===== src/design/ulx_pkg.sv =====
// Shared types, constants and byte-class functions of the lenient UTF-8 decoder.
// No dependencies; every other design file imports this package.
package ulx_pkg;

    localparam int BYTE_W     = 8;
    localparam int CP_W       = 21;
    localparam int M_TDATA_W  = 24;
    localparam int CP_PAD_W   = M_TDATA_W - CP_W;
    localparam int MAX_RES    = 4;
    localparam int HELD_DEPTH = 3;

    // byte class masks and patterns
    localparam logic [7:0] LEAD2_MASK = 8'hE0;
    localparam logic [7:0] LEAD2_PAT  = 8'hC0;
    localparam logic [7:0] LEAD3_MASK = 8'hF0;
    localparam logic [7:0] LEAD3_PAT  = 8'hE0;
    localparam logic [7:0] LEAD4_MASK = 8'hF8;
    localparam logic [7:0] LEAD4_PAT  = 8'hF0;
    localparam logic [7:0] CONT_MASK  = 8'hC0;
    localparam logic [7:0] CONT_PAT   = 8'h80;

    // payload bit masks
    localparam logic [7:0] TAIL_MASK  = 8'h3F;
    localparam logic [7:0] LEAD2_BITS = 8'h1F;
    localparam logic [7:0] LEAD3_BITS = 8'h0F;
    localparam logic [7:0] LEAD4_BITS = 8'h07;

    // sequence lengths
    localparam logic [2:0] LEN_ONE   = 3'd1;
    localparam logic [2:0] LEN_TWO   = 3'd2;
    localparam logic [2:0] LEN_THREE = 3'd3;
    localparam logic [2:0] LEN_FOUR  = 3'd4;

    typedef logic [BYTE_W-1:0] byte_t;
    typedef logic [CP_W-1:0]   cp_t;
    typedef logic [2:0]        res_cnt_t;
    typedef logic [1:0]        held_cnt_t;

    // results caused by one input byte, in order from slot 0
    typedef struct packed {
        res_cnt_t              count;
        cp_t [MAX_RES-1:0]     cp;
    } batch_t;

    // one result on its way to the output
    typedef struct packed {
        logic last;
        cp_t  cp;
    } beat_t;

    // number of bytes a sequence opened by this byte spans (1 if not a lead)
    function automatic res_cnt_t seq_len(input byte_t b);
        res_cnt_t len;
        len = LEN_ONE;
        if ((b & LEAD2_MASK) == LEAD2_PAT) begin
            len = LEN_TWO;
        end else if ((b & LEAD3_MASK) == LEAD3_PAT) begin
            len = LEN_THREE;
        end else if ((b & LEAD4_MASK) == LEAD4_PAT) begin
            len = LEN_FOUR;
        end
        return len;
    endfunction

    function automatic logic is_cont(input byte_t b);
        return (b & CONT_MASK) == CONT_PAT;
    endfunction

    function automatic cp_t zext_byte(input byte_t b);
        return {{(CP_W-BYTE_W){1'b0}}, b};
    endfunction

endpackage


===== src/design/ulx_core.sv =====
// Decode logic and sequence state: turns one registered byte into a batch of results.
// Depends on ulx_pkg.
module ulx_core (
    input  logic           aclk,
    input  logic           aresetn,
    input  logic           fire,
    input  ulx_pkg::byte_t byte_i,
    input  logic           end_i,
    output ulx_pkg::batch_t batch
);
    import ulx_pkg::*;

    byte_t     held_reg [HELD_DEPTH];
    byte_t     held_next [HELD_DEPTH];
    held_cnt_t cnt_reg;
    held_cnt_t cnt_next;

    logic     cont;
    logic     complete;
    logic     extend;
    res_cnt_t need;
    res_cnt_t blen;
    res_cnt_t cnt_plus1;
    cp_t      seq_cp;

    // classify the byte against the open sequence
    always_comb begin
        cont      = is_cont(byte_i);
        need      = seq_len(held_reg[0]);
        blen      = seq_len(byte_i);
        cnt_plus1 = {1'b0, cnt_reg} + 3'd1;
        complete  = (cnt_reg != 2'd0) && cont && (cnt_plus1 >= need);
        extend    = (cnt_reg != 2'd0) && cont && !complete;
    end

    // assemble the finished code point
    always_comb begin
        case (need)
            LEN_TWO: begin
                seq_cp = {10'd0, held_reg[0][4:0] & LEAD2_BITS[4:0], byte_i[5:0]};
            end
            LEN_THREE: begin
                seq_cp = {5'd0, held_reg[0][3:0] & LEAD3_BITS[3:0],
                          held_reg[1][5:0] & TAIL_MASK[5:0], byte_i[5:0]};
            end
            default: begin
                seq_cp = {held_reg[0][2:0] & LEAD4_BITS[2:0],
                          held_reg[1][5:0] & TAIL_MASK[5:0],
                          held_reg[2][5:0] & TAIL_MASK[5:0], byte_i[5:0]};
            end
        endcase
    end

    // result list and next state: held bytes first, then the new byte
    always_comb begin
        for (int i = 0; i < HELD_DEPTH; i++) begin
            held_next[i] = held_reg[i];
            batch.cp[i]  = (i < int'(cnt_reg)) ? zext_byte(held_reg[i]) : zext_byte(byte_i);
        end
        batch.cp[MAX_RES-1] = zext_byte(byte_i);
        batch.count = 3'd0;
        cnt_next    = cnt_reg;
        if (complete) begin
            batch.cp[0] = seq_cp;
            batch.count = 3'd1;
            cnt_next    = 2'd0;
        end else if (extend) begin
            if (cnt_reg == 2'd1) begin
                held_next[1] = byte_i;
            end else begin
                held_next[2] = byte_i;
            end
            if (end_i) begin
                batch.count = cnt_plus1;
                cnt_next    = 2'd0;
            end else begin
                cnt_next    = cnt_plus1[1:0];
            end
        end else if (blen == LEN_ONE || end_i) begin
            // broken or no sequence; the new byte goes out raw
            batch.count = cnt_plus1;
            cnt_next    = 2'd0;
        end else begin
            // new lead byte opens a sequence after any flush
            batch.count  = {1'b0, cnt_reg};
            held_next[0] = byte_i;
            cnt_next     = 2'd1;
        end
    end

    // held bytes carry no reset; entries past the count are never read
    always_ff @(posedge aclk) begin
        if (fire) begin
            for (int i = 0; i < HELD_DEPTH; i++) begin
                held_reg[i] <= held_next[i];
            end
        end
    end

    always_ff @(posedge aclk) begin
        if (!aresetn) begin
            cnt_reg <= 2'd0;
        end else if (fire) begin
            cnt_reg <= cnt_next;
        end
    end

    // an open sequence always starts with a lead byte
    a_held_lead: assert property (@(posedge aclk) disable iff (!aresetn)
        (cnt_reg != 2'd0) |-> (seq_len(held_reg[0]) != LEN_ONE))
        else $error("open sequence without a lead byte");

    // end of stream leaves nothing held
    a_end_flush: assert property (@(posedge aclk) disable iff (!aresetn)
        (fire && end_i) |=> (cnt_reg == 2'd0))
        else $error("bytes held after end of stream");

endmodule


===== src/design/ulx_serializer.sv =====
// Result register: holds one byte's batch of results and hands them out one
// per cycle while beat_ready is high. Depends on ulx_pkg.
module ulx_serializer (
    input  logic            aclk,
    input  logic            aresetn,
    input  logic            load,
    input  ulx_pkg::batch_t batch,
    output logic            ready,
    output logic            beat_valid,
    output ulx_pkg::beat_t  beat,
    input  logic            beat_ready
);
    import ulx_pkg::*;

    cp_t      slot_reg [MAX_RES];
    res_cnt_t cnt_reg;
    logic     pop;

    // a new batch fits once the last pending result leaves
    always_comb begin
        pop        = (cnt_reg != 3'd0) && beat_ready;
        ready      = (cnt_reg == 3'd0) || ((cnt_reg == 3'd1) && beat_ready);
        beat_valid = (cnt_reg != 3'd0);
        beat.cp    = slot_reg[0];
        beat.last  = (cnt_reg == 3'd1);
    end

    // result slots, shifted toward slot 0 as results leave
    always_ff @(posedge aclk) begin
        if (load) begin
            for (int i = 0; i < MAX_RES; i++) begin
                slot_reg[i] <= batch.cp[i];
            end
        end else if (pop) begin
            for (int i = 0; i < MAX_RES - 1; i++) begin
                slot_reg[i] <= slot_reg[i+1];
            end
        end
    end

    always_ff @(posedge aclk) begin
        if (!aresetn) begin
            cnt_reg <= 3'd0;
        end else if (load) begin
            cnt_reg <= batch.count;
        end else if (pop) begin
            cnt_reg <= cnt_reg - 3'd1;
        end
    end

    // never more results pending than one byte can cause
    a_cnt_range: assert property (@(posedge aclk) disable iff (!aresetn)
        cnt_reg <= res_cnt_t'(MAX_RES))
        else $error("result count out of range");

endmodule


===== src/design/ulx_skid.sv =====
// Output register with a skid slot so that upstream ready comes from a flop.
// Depends on ulx_pkg.
module ulx_skid (
    input  logic           aclk,
    input  logic           aresetn,
    input  logic           up_valid,
    input  ulx_pkg::beat_t up_beat,
    output logic           up_ready,
    output logic           dn_valid,
    output ulx_pkg::beat_t dn_beat,
    input  logic           dn_ready
);
    import ulx_pkg::*;

    logic  out_valid_reg;
    beat_t out_beat_reg;
    logic  skid_valid_reg;
    beat_t skid_beat_reg;
    logic  advance;

    assign up_ready = !skid_valid_reg;
    assign dn_valid = out_valid_reg;
    assign dn_beat  = out_beat_reg;
    assign advance  = dn_ready || !out_valid_reg;

    // output register takes the skid slot first, else the upstream request
    always_ff @(posedge aclk) begin
        if (!aresetn) begin
            out_valid_reg  <= 1'b0;
            skid_valid_reg <= 1'b0;
        end else if (advance) begin
            if (skid_valid_reg) begin
                out_valid_reg  <= 1'b1;
                skid_valid_reg <= 1'b0;
            end else begin
                out_valid_reg  <= up_valid;
            end
        end else if (up_valid && up_ready) begin
            skid_valid_reg <= 1'b1;
        end
    end

    always_ff @(posedge aclk) begin
        if (advance) begin
            out_beat_reg <= skid_valid_reg ? skid_beat_reg : up_beat;
        end else if (up_valid && up_ready) begin
            skid_beat_reg <= up_beat;
        end
    end

    // the skid slot fills only behind a full output register
    a_skid_order: assert property (@(posedge aclk) disable iff (!aresetn)
        skid_valid_reg |-> out_valid_reg)
        else $error("skid slot full while output register empty");

endmodule


===== src/design/utf8_lenient_decoder.sv =====
// Top level of the lenient UTF-8 decoder: input register, decode core, result
// serializer and output skid register. Depends on ulx_pkg and the ulx_* modules.
//
// Takes one byte per cycle (tlast marks the end of a stream) and returns code
// points one per cycle, with tlast on the last result a byte causes, while the
// output is not stalled. A byte that causes several results holds the input
// until its last result leaves the result register, since the single output
// port sends one result per cycle; bytes with zero or one result flow at one
// per cycle. Results pass the input, result and output registers in turn.
module utf8_lenient_decoder (
    input  logic                        aclk,
    input  logic                        aresetn,
    input  logic                        s_tvalid,
    output logic                        s_tready,
    input  logic [ulx_pkg::BYTE_W-1:0]  s_tdata,   // [7:0] byte_in
    input  logic                        s_tlast,   // stream_end
    output logic                        m_tvalid,
    input  logic                        m_tready,
    output logic [ulx_pkg::M_TDATA_W-1:0] m_tdata, // [20:0] code_point, [23:21] zero
    output logic                        m_tlast    // run_last
);
    import ulx_pkg::*;

    logic   in_valid_reg;
    byte_t  in_byte_reg;
    logic   in_end_reg;
    logic   ser_ready;
    logic   fire;
    batch_t batch;
    logic   beat_valid;
    beat_t  beat;
    logic   skid_ready;
    beat_t  out_beat;

    assign fire     = in_valid_reg && ser_ready;
    assign s_tready = !in_valid_reg || ser_ready;

    // input register
    always_ff @(posedge aclk) begin
        if (!aresetn) begin
            in_valid_reg <= 1'b0;
        end else if (s_tready) begin
            in_valid_reg <= s_tvalid;
        end
    end

    always_ff @(posedge aclk) begin
        if (s_tready && s_tvalid) begin
            in_byte_reg <= s_tdata;
            in_end_reg  <= s_tlast;
        end
    end

    ulx_core u_core (
        .aclk    (aclk),
        .aresetn (aresetn),
        .fire    (fire),
        .byte_i  (in_byte_reg),
        .end_i   (in_end_reg),
        .batch   (batch)
    );

    ulx_serializer u_ser (
        .aclk       (aclk),
        .aresetn    (aresetn),
        .load       (fire),
        .batch      (batch),
        .ready      (ser_ready),
        .beat_valid (beat_valid),
        .beat       (beat),
        .beat_ready (skid_ready)
    );

    ulx_skid u_skid (
        .aclk     (aclk),
        .aresetn  (aresetn),
        .up_valid (beat_valid),
        .up_beat  (beat),
        .up_ready (skid_ready),
        .dn_valid (m_tvalid),
        .dn_beat  (out_beat),
        .dn_ready (m_tready)
    );

    assign m_tdata = {{CP_PAD_W{1'b0}}, out_beat.cp};
    assign m_tlast = out_beat.last;

endmodule


===== config.mk =====
export PLATFORM = sky130hd
export DESIGN_NAME = utf8_lenient_decoder
export DESIGN_NICKNAME = d
export VERILOG_FILES = /design/src/design/ulx_pkg.sv /design/src/design/ulx_core.sv /design/src/design/ulx_serializer.sv /design/src/design/ulx_skid.sv /design/src/design/utf8_lenient_decoder.sv
export SDC_FILE = /design/constraint.sdc
export NUM_CORES = 1
export LEC_CHECK = 0
export BUFFER_PORTS_ARGS = -buffer_cell sky130_fd_sc_hd__buf_4
export CORE_ASPECT_RATIO = 1.1
export CORE_UTILIZATION = 25
export DETAILED_ROUTE_END_ITERATION = 10
export SLEW_MARGIN = 10
export SYNTH_ARGS = -nofsm -noshare
export SYNTH_HDL_FRONTEND = slang
export SYNTH_SLANG_ARGS = --single-unit
export TNS_END_PERCENT = 20

===== constraint.sdc =====
create_clock -name aclk -period 8.7 [get_ports aclk]
set_input_delay 1.74 -clock aclk [delete_from_list [all_inputs] [get_ports aclk]]
set_output_delay 1.74 -clock aclk [all_outputs]
set_load 0.05 [all_outputs]

==> results of run 1 <==
[worst paths after layout]
check | endpoint | start
setup / recovery | u_core.held_reg[0][10] | u_core.cnt_reg[1]
hold / removal | u_skid.skid_beat_reg[18] | u_ser.slot_reg[0][18]
setup reg to reg | u_core.held_reg[0][10] | u_core.cnt_reg[1]
hold reg to reg | u_skid.skid_beat_reg[18] | u_ser.slot_reg[0][18]
[kinds of logic (layout without fill, tap and decap cells)]
logic type                 Yosys count  in the layout  synth area share (%)
AOI/OAI and AO/OA                   74             74                 7.811
xor gates and xnor gates             1              1                0.1590
adders and majority gates            9              9                 2.044
buffers and inverters               27             82                 2.384
DFF                                130            130                 69.39
muxes                               51             51                 10.20
other                                1              3               0.06805
and+or+nand+nor                     87             87                 7.948
[power groups by stage]
| stage | clock (uW) | sequential, uW | combinational (uW) |
|---|---|---|---|
| final | 755 | 1050 | 725 |
| after global routing | 798 | 1080 | 785 |
| after CTS | 772 | 1060 | 736 |
| after detailed placement | 0 | 1070 | 732 |
| after global placement | 0 | 1060 | 721 |
| after floorplan | 0 | 1240 | 355 |
[cell type report]
class | count | area (um^2)
clock buffers | 17 | 425.4
clock inverters | 15 | 205.2
fillers | 2161 | 14700
inverters | 9 | 33.78
multi-input cells | 225 | 1583
flip-flops and latches | 130 | 3824
well taps | 290 | 362.8
repair buffers | 41 | 307.8
[Yosys cell counts (2+ instances only)]
cell / instances
buf_4: 3
a211oi_1: 3
a22oi_1: 5
buf_1: 2
and2_1: 7
nand2_1: 19
nand2b_1: 5
nor2_1: 32
nand4_1: 2
o21ai_0: 13
o31ai_1: 5
nor2b_1: 5
buf_2: 9
mux2_2: 25
o22ai_1: 4
nor3_1: 4
dfxtp_1: 8
a21oi_1: 36
clkbuf_1: 3
nand3_1: 4
edfxtp_1: 122
mux2_4: 4
nand4b_1: 2
mux2i_1: 22
inv_1: 8
ha_1: 9
nand3b_1: 2
[layout by cell type, fill, tap and decap left out, types with 2 or more instances in the layout]
master / count
edfxtp_1: 122
nand2_1: 19
nand4b_1: 2
buf_4: 41
and2_1: 7
mux2_2: 25
clkinv_2: 3
nor2_1: 32
nand3b_1: 2
mux2_4: 4
clkbuf_16: 17
o31ai_1: 5
a21oi_1: 36
a22oi_1: 5
conb_1: 3
nand4_1: 2
mux2i_1: 22
clkinvlp_4: 2
nand2b_1: 5
o22ai_1: 4
nor2b_1: 5
a211oi_1: 3
inv_6: 4
inv_1: 8
nand3_1: 4
o21ai_0: 13
ha_1: 9
nor3_1: 3
bufinv_16: 4
dfxtp_1: 8
[through the flow]
stage / total power [uW] / hold WS [ns]
after global placement: 1783 / 0.4354
after detailed placement: 1801 / 0.4374
after global routing: 2660 / 0.4604
final: 2533 / 0.4484
after CTS: 2565 / 0.4554
after floorplan: 1596 / 0.4222
[worst register-to-register path, cell delays in order (launching register included)]
cell and delay, ns:
dfxtp_1 0.68, ha_1 0.62, ha_1 0.35, a21oi_1 0.17
o21ai_2 0.14, or3_1 0.40, nor3_1 0.80
[per-layer routing]
metal | GRT usage [%] | routed length, um | vias up
met3 | 3.116 | 616 | 17
met1 | 11.88 | 4477 | 1491
li1 | - | - | 1520
met2 | 14.59 | 4541 | 69
met4 | 5.623 | 206 | 0
met5 | 0 | 0 | -
==> flow_summary.ini, run 1 <==
[status]
status = finished clean

[timing]
worst_slack_ns = 5.159
worstMarginPinSlew_ns = 1.034
slew-limit-headroom_pct = 30.56
min_period_over_period_pct = 40.71
skew_ns = 0.007258
setup_tns_ns = 0
drv_slew = 0
rsz0062_at_grt = false
fmax_mhz = 282.4
period_needed_ns = 3.541
finalHoldViolCount = 0
setup_viol = 0

[clock_tree]
cts_buffers = 17
clock-sinks = 130
clock_latency_ns = 0.41
post_cts_buffers = 0
ctsResizeCount = 0
cts-root-buf = clkbuf_16
clk_pin_slew_ns = 0.06
postCtsHoldBufs = 0
clock_path_buffers = 2
h-tree-depth = 4
cts_tree = done

[global_route]
grt_pass1_vias = 3125
grt_pass1_wl_mm = 16.10
gr-total-overflow = 0
antenna_found_initial = 0
grt_start_max_net_pins = 48
grt_use_total_pct = 9.598

[critical_path]
r2r_cells = 6
slowest_delay_ns = 0.80
path_class = register to register
startpoint_type = register
crit_fanout = 13
crit_arrival_ns = 3.58
worstPathRequired_ns = 8.73
crit_path_frequent_cell = ha_1
crit_family = simple AND/OR/NAND/NOR gates
crit_buf_inv = 0
regToRegSetupSlack_ns = 5.16
worst_setup_path_end_kind = register
cpMaxStageDelayCell = nor3_1
path_depth = 6
crit_chain = ha_1 -> ha_1 -> a21oi_1 -> o21ai_2 -> or3_1 -> nor3_1

[place]
hpwl_mm = 6.663
place_inst = 695
io_buffers = 36
pre_cts_ws_ns = 5.092
placed_area_mm2 = 0.006111
gp_congestion = 0.8773

[power]
p_int_uw = 1695
combPwrFrac_pct = 28.6
power.density_mw_per_mm2 = 375.7
switching_power_uw = 837.8
clockPowerShare_pct = 29.8
leakage_uw = 0.002341
ir_drop_mv = 0.1587
seqPwrFrac_pct = 41.6
p_sw_share_pct = 33.07

[die]
start_util_pct = 25.70
die_height_um = 157.7
die_x_um = 143.6
fp-row-count = 56
core_area_mm2 = 0.02144
num_io_pins = 40
die_area_mm2 = 0.02264

[cells_and_area]
drive_above_1_share_pct = 25.63
syn_to_final_growth_pct = 22.34
utilization_pct = 31.44
fin_area_mm2 = 0.006741
final_cells = 727
largest_register_ffs = 45
antenna_cells = 0
nNetsFinal = 446

[detailed_routing]
drt_wl_total_mm = 9.841
wl_per_cell_um = 13.54
drt-initial-drc-count = 133
antenna_left = 0
drc = 0
vias = 3097
routed_via_density = 4.260
first_pass_iters = 4

[yosys]
ys_ff_latch = 130
yosys_warnings = 0
synth_edf_count = 122
avgSynthCellArea_um2 = 14.50
synth_top_flop_cell = edfxtp_1
netlist_instances = 380
synth.cell_area_mm2 = 0.005510
synth.area.top_cells = edfxtp_1 (66%), mux2_2 (5.1%), mux2i_1 (4.0%)
synth_cell_type_count = 44
synth_top_area_share_pct = 66.49
synth_top_cell_by_area = edfxtp_1
synth-seq-area-share_pct = 69.39
postSynth.asyncResetShare_pct = 0

[hold_path]
hp-class = register to register
hold_depth = 0

[run]
max_cap_viol_count = 0
Power figures use the tool's default switching activity.
==> inputs of run 2 (changes only) <==
==> constraint.sdc (replaced) <==
create_clock -name aclk -period 3.65 [get_ports aclk]
set_input_delay 0.73 -clock aclk [delete_from_list [all_inputs] [get_ports aclk]]
set_output_delay 0.73 -clock aclk [all_outputs]
set_load 0.05 [all_outputs]
==> flow_summary.ini, run 2 (synthesis gave the netlist of run 1 again) <==
[timing]
setup_viol = 0
slew-limit-headroom_pct = 28.05
worstMarginPinSlew_ns = 1.079
period_needed_ns = 3.043
skew_ns = 0.006579
rsz0062_at_grt = false
worst_slack_ns = 0.6068
setup_tns_ns = 0
drv_slew = 0
min_period_over_period_pct = 83.38
finalHoldViolCount = 0
fmax_mhz = 328.6

[critical_path]
r2r_start = u_core.held_reg[0][6]
crit_fanout = 13
startpoint_type = register
slowest_delay_ns = 0.53
regToRegSetupSlack_ns = 0.61
path_class = register to register
worstPathRequired_ns = 3.69
endpoint = u_core.held_reg[0][22]
crit_arrival_ns = 3.09
worst_setup_path_end_kind = register
crit_chain = and2_1 -> nand4b_1 -> and2_1 -> ha_1 -> nor2b_1 -> o21ai_2 -> or3_1 -> nor2_1
r2r_cells = 8
regToRegEndpoint = u_core.held_reg[0][22]
critPathLaunch = u_core.held_reg[0][6]
cpMaxStageDelayCell = nor2_1
crit_path_frequent_cell = and2_1

[global_route]
grt_pass1_vias = 2856
grt_start_max_net_pins = 47
antenna_found_initial = 0
gr-total-overflow = 0
grt_pass1_wl_mm = 15.23
grt_use_total_pct = 9.160

[detailed_routing]
drt-initial-drc-count = 194
drt_wl_total_mm = 9.728
drc = 0
routed_via_density = 4.209
wl_per_cell_um = 13.31
antenna_left = 0
vias = 3077
first_pass_iters = 4

[power]
switching_power_uw = 1954
clockPowerShare_pct = 26.8
combPwrFrac_pct = 29.6
p_int_uw = 3817
seqPwrFrac_pct = 43.6
ir_drop_mv = 0.3022
power.density_mw_per_mm2 = 863.2
fin_total_pwr_uw = 5771
leakage_uw = 0.002305
p_sw_share_pct = 33.86

[cells_and_area]
nNetsFinal = 450
final_common_cell = edfxtp_1
fin_area_mm2 = 0.006685
final_cell_mix = edfxtp_1 (122), buf_4 (45), a21oi_1 (36)
drive_above_1_share_pct = 25.62
syn_to_final_growth_pct = 21.32
utilization_pct = 31.18
largest_register_ffs = 45
fill_cells = 2165
antenna_cells = 0

[die]
fp-row-count = 56
die_area_mm2 = 0.02264
num_io_pins = 40
start_util_pct = 25.70
die_x_um = 143.6
core_area_mm2 = 0.02144
die_height_um = 157.7

[hold_path]
min_from = u_ser.slot_reg[0][14]
hp-class = register to register

[clock_tree]
clock-sinks = 130
clock_latency_ns = 0.42
clk_pin_slew_ns = 0.06
cts-root-buf = clkbuf_16
h-tree-depth = 4
cts_tree = done
cts_buffers = 17
postCtsHoldBufs = 0
ctsResizeCount = 0
clock_path_buffers = 2
post_cts_buffers = 0

[place]
gp_congestion = 0.8215
placed_area_mm2 = 0.006141
pre_cts_ws_ns = 0.6010
hpwl_mm = 6.699
io_buffers = 36

[run]
max_cap_viol_count = 0

[status]
status = finished clean
## run 2: cell count changes in the layout (fill, tap and decap cells not counted), sizes merged
cell,delta
clkinvlp,+4
clkbuf,+1
inv,-3
buf,+4
bufinv,-3
clkinv,+1
## run 2: power by group through the flow
stage               clock, uW  combinational (uW)  sequential, uW
floorplan                   0                 846            2960
global placement            0                1700            2540
detailed placement          0                1720            2560
CTS                      1580                1730            2530
global route             1650                1860            2570
finish                   1540                1710            2520
## run 2: stage by stage
step	hold slack [ns]	std cells
3_3_place_gp	0.4357	699
2_1_floorplan	0.4222	382
6_report	0.4449	731
4_1_cts	0.4520	731
3_5_place_dp	0.4374	699
5_1_grt	0.4628	731
## run 2: layout make-up
class                   count  area [um^2]  share of cell area, %
clock inverters            14        115.1                  1.722
clock buffers              18        429.2                  6.420
repair buffers             45        337.8                  5.053
multi-input cells         225         1583                  23.68
well taps                 290        362.8                  5.428
inverters                   9        33.78                 0.5053
flip-flops and latches    130         3824                  57.20
## run 2: worst max-delay path: cells and delay by family, from the launching register on
kind                     cells  cell delay [ns]
AO/OA/AOI/OAI                1             0.15
adder cells (fa/ha/maj)      1             0.27
flip-flops                   1             0.38
AND/OR/NAND/NOR              6             1.86
## run 2: routing by layer
metal	GRT usage, %	wire [um]	up-vias
li1	-	-	1533
met1	11.47	4586	1461
met2	13.99	4507	70
met3	3.448	480	13
met4	4.103	154	0
met5	0	0	-
## run 2: how the worst min path moves through the flow
stage,to,cells past startpoint
after floorplan,u_skid.skid_beat_reg[0],0
after global placement,u_skid.skid_beat_reg[17],0
after detailed placement,u_skid.skid_beat_reg[16],0
after CTS,u_skid.skid_beat_reg[16],0
after global routing,u_skid.skid_beat_reg[14],0
final,u_skid.skid_beat_reg[14],0
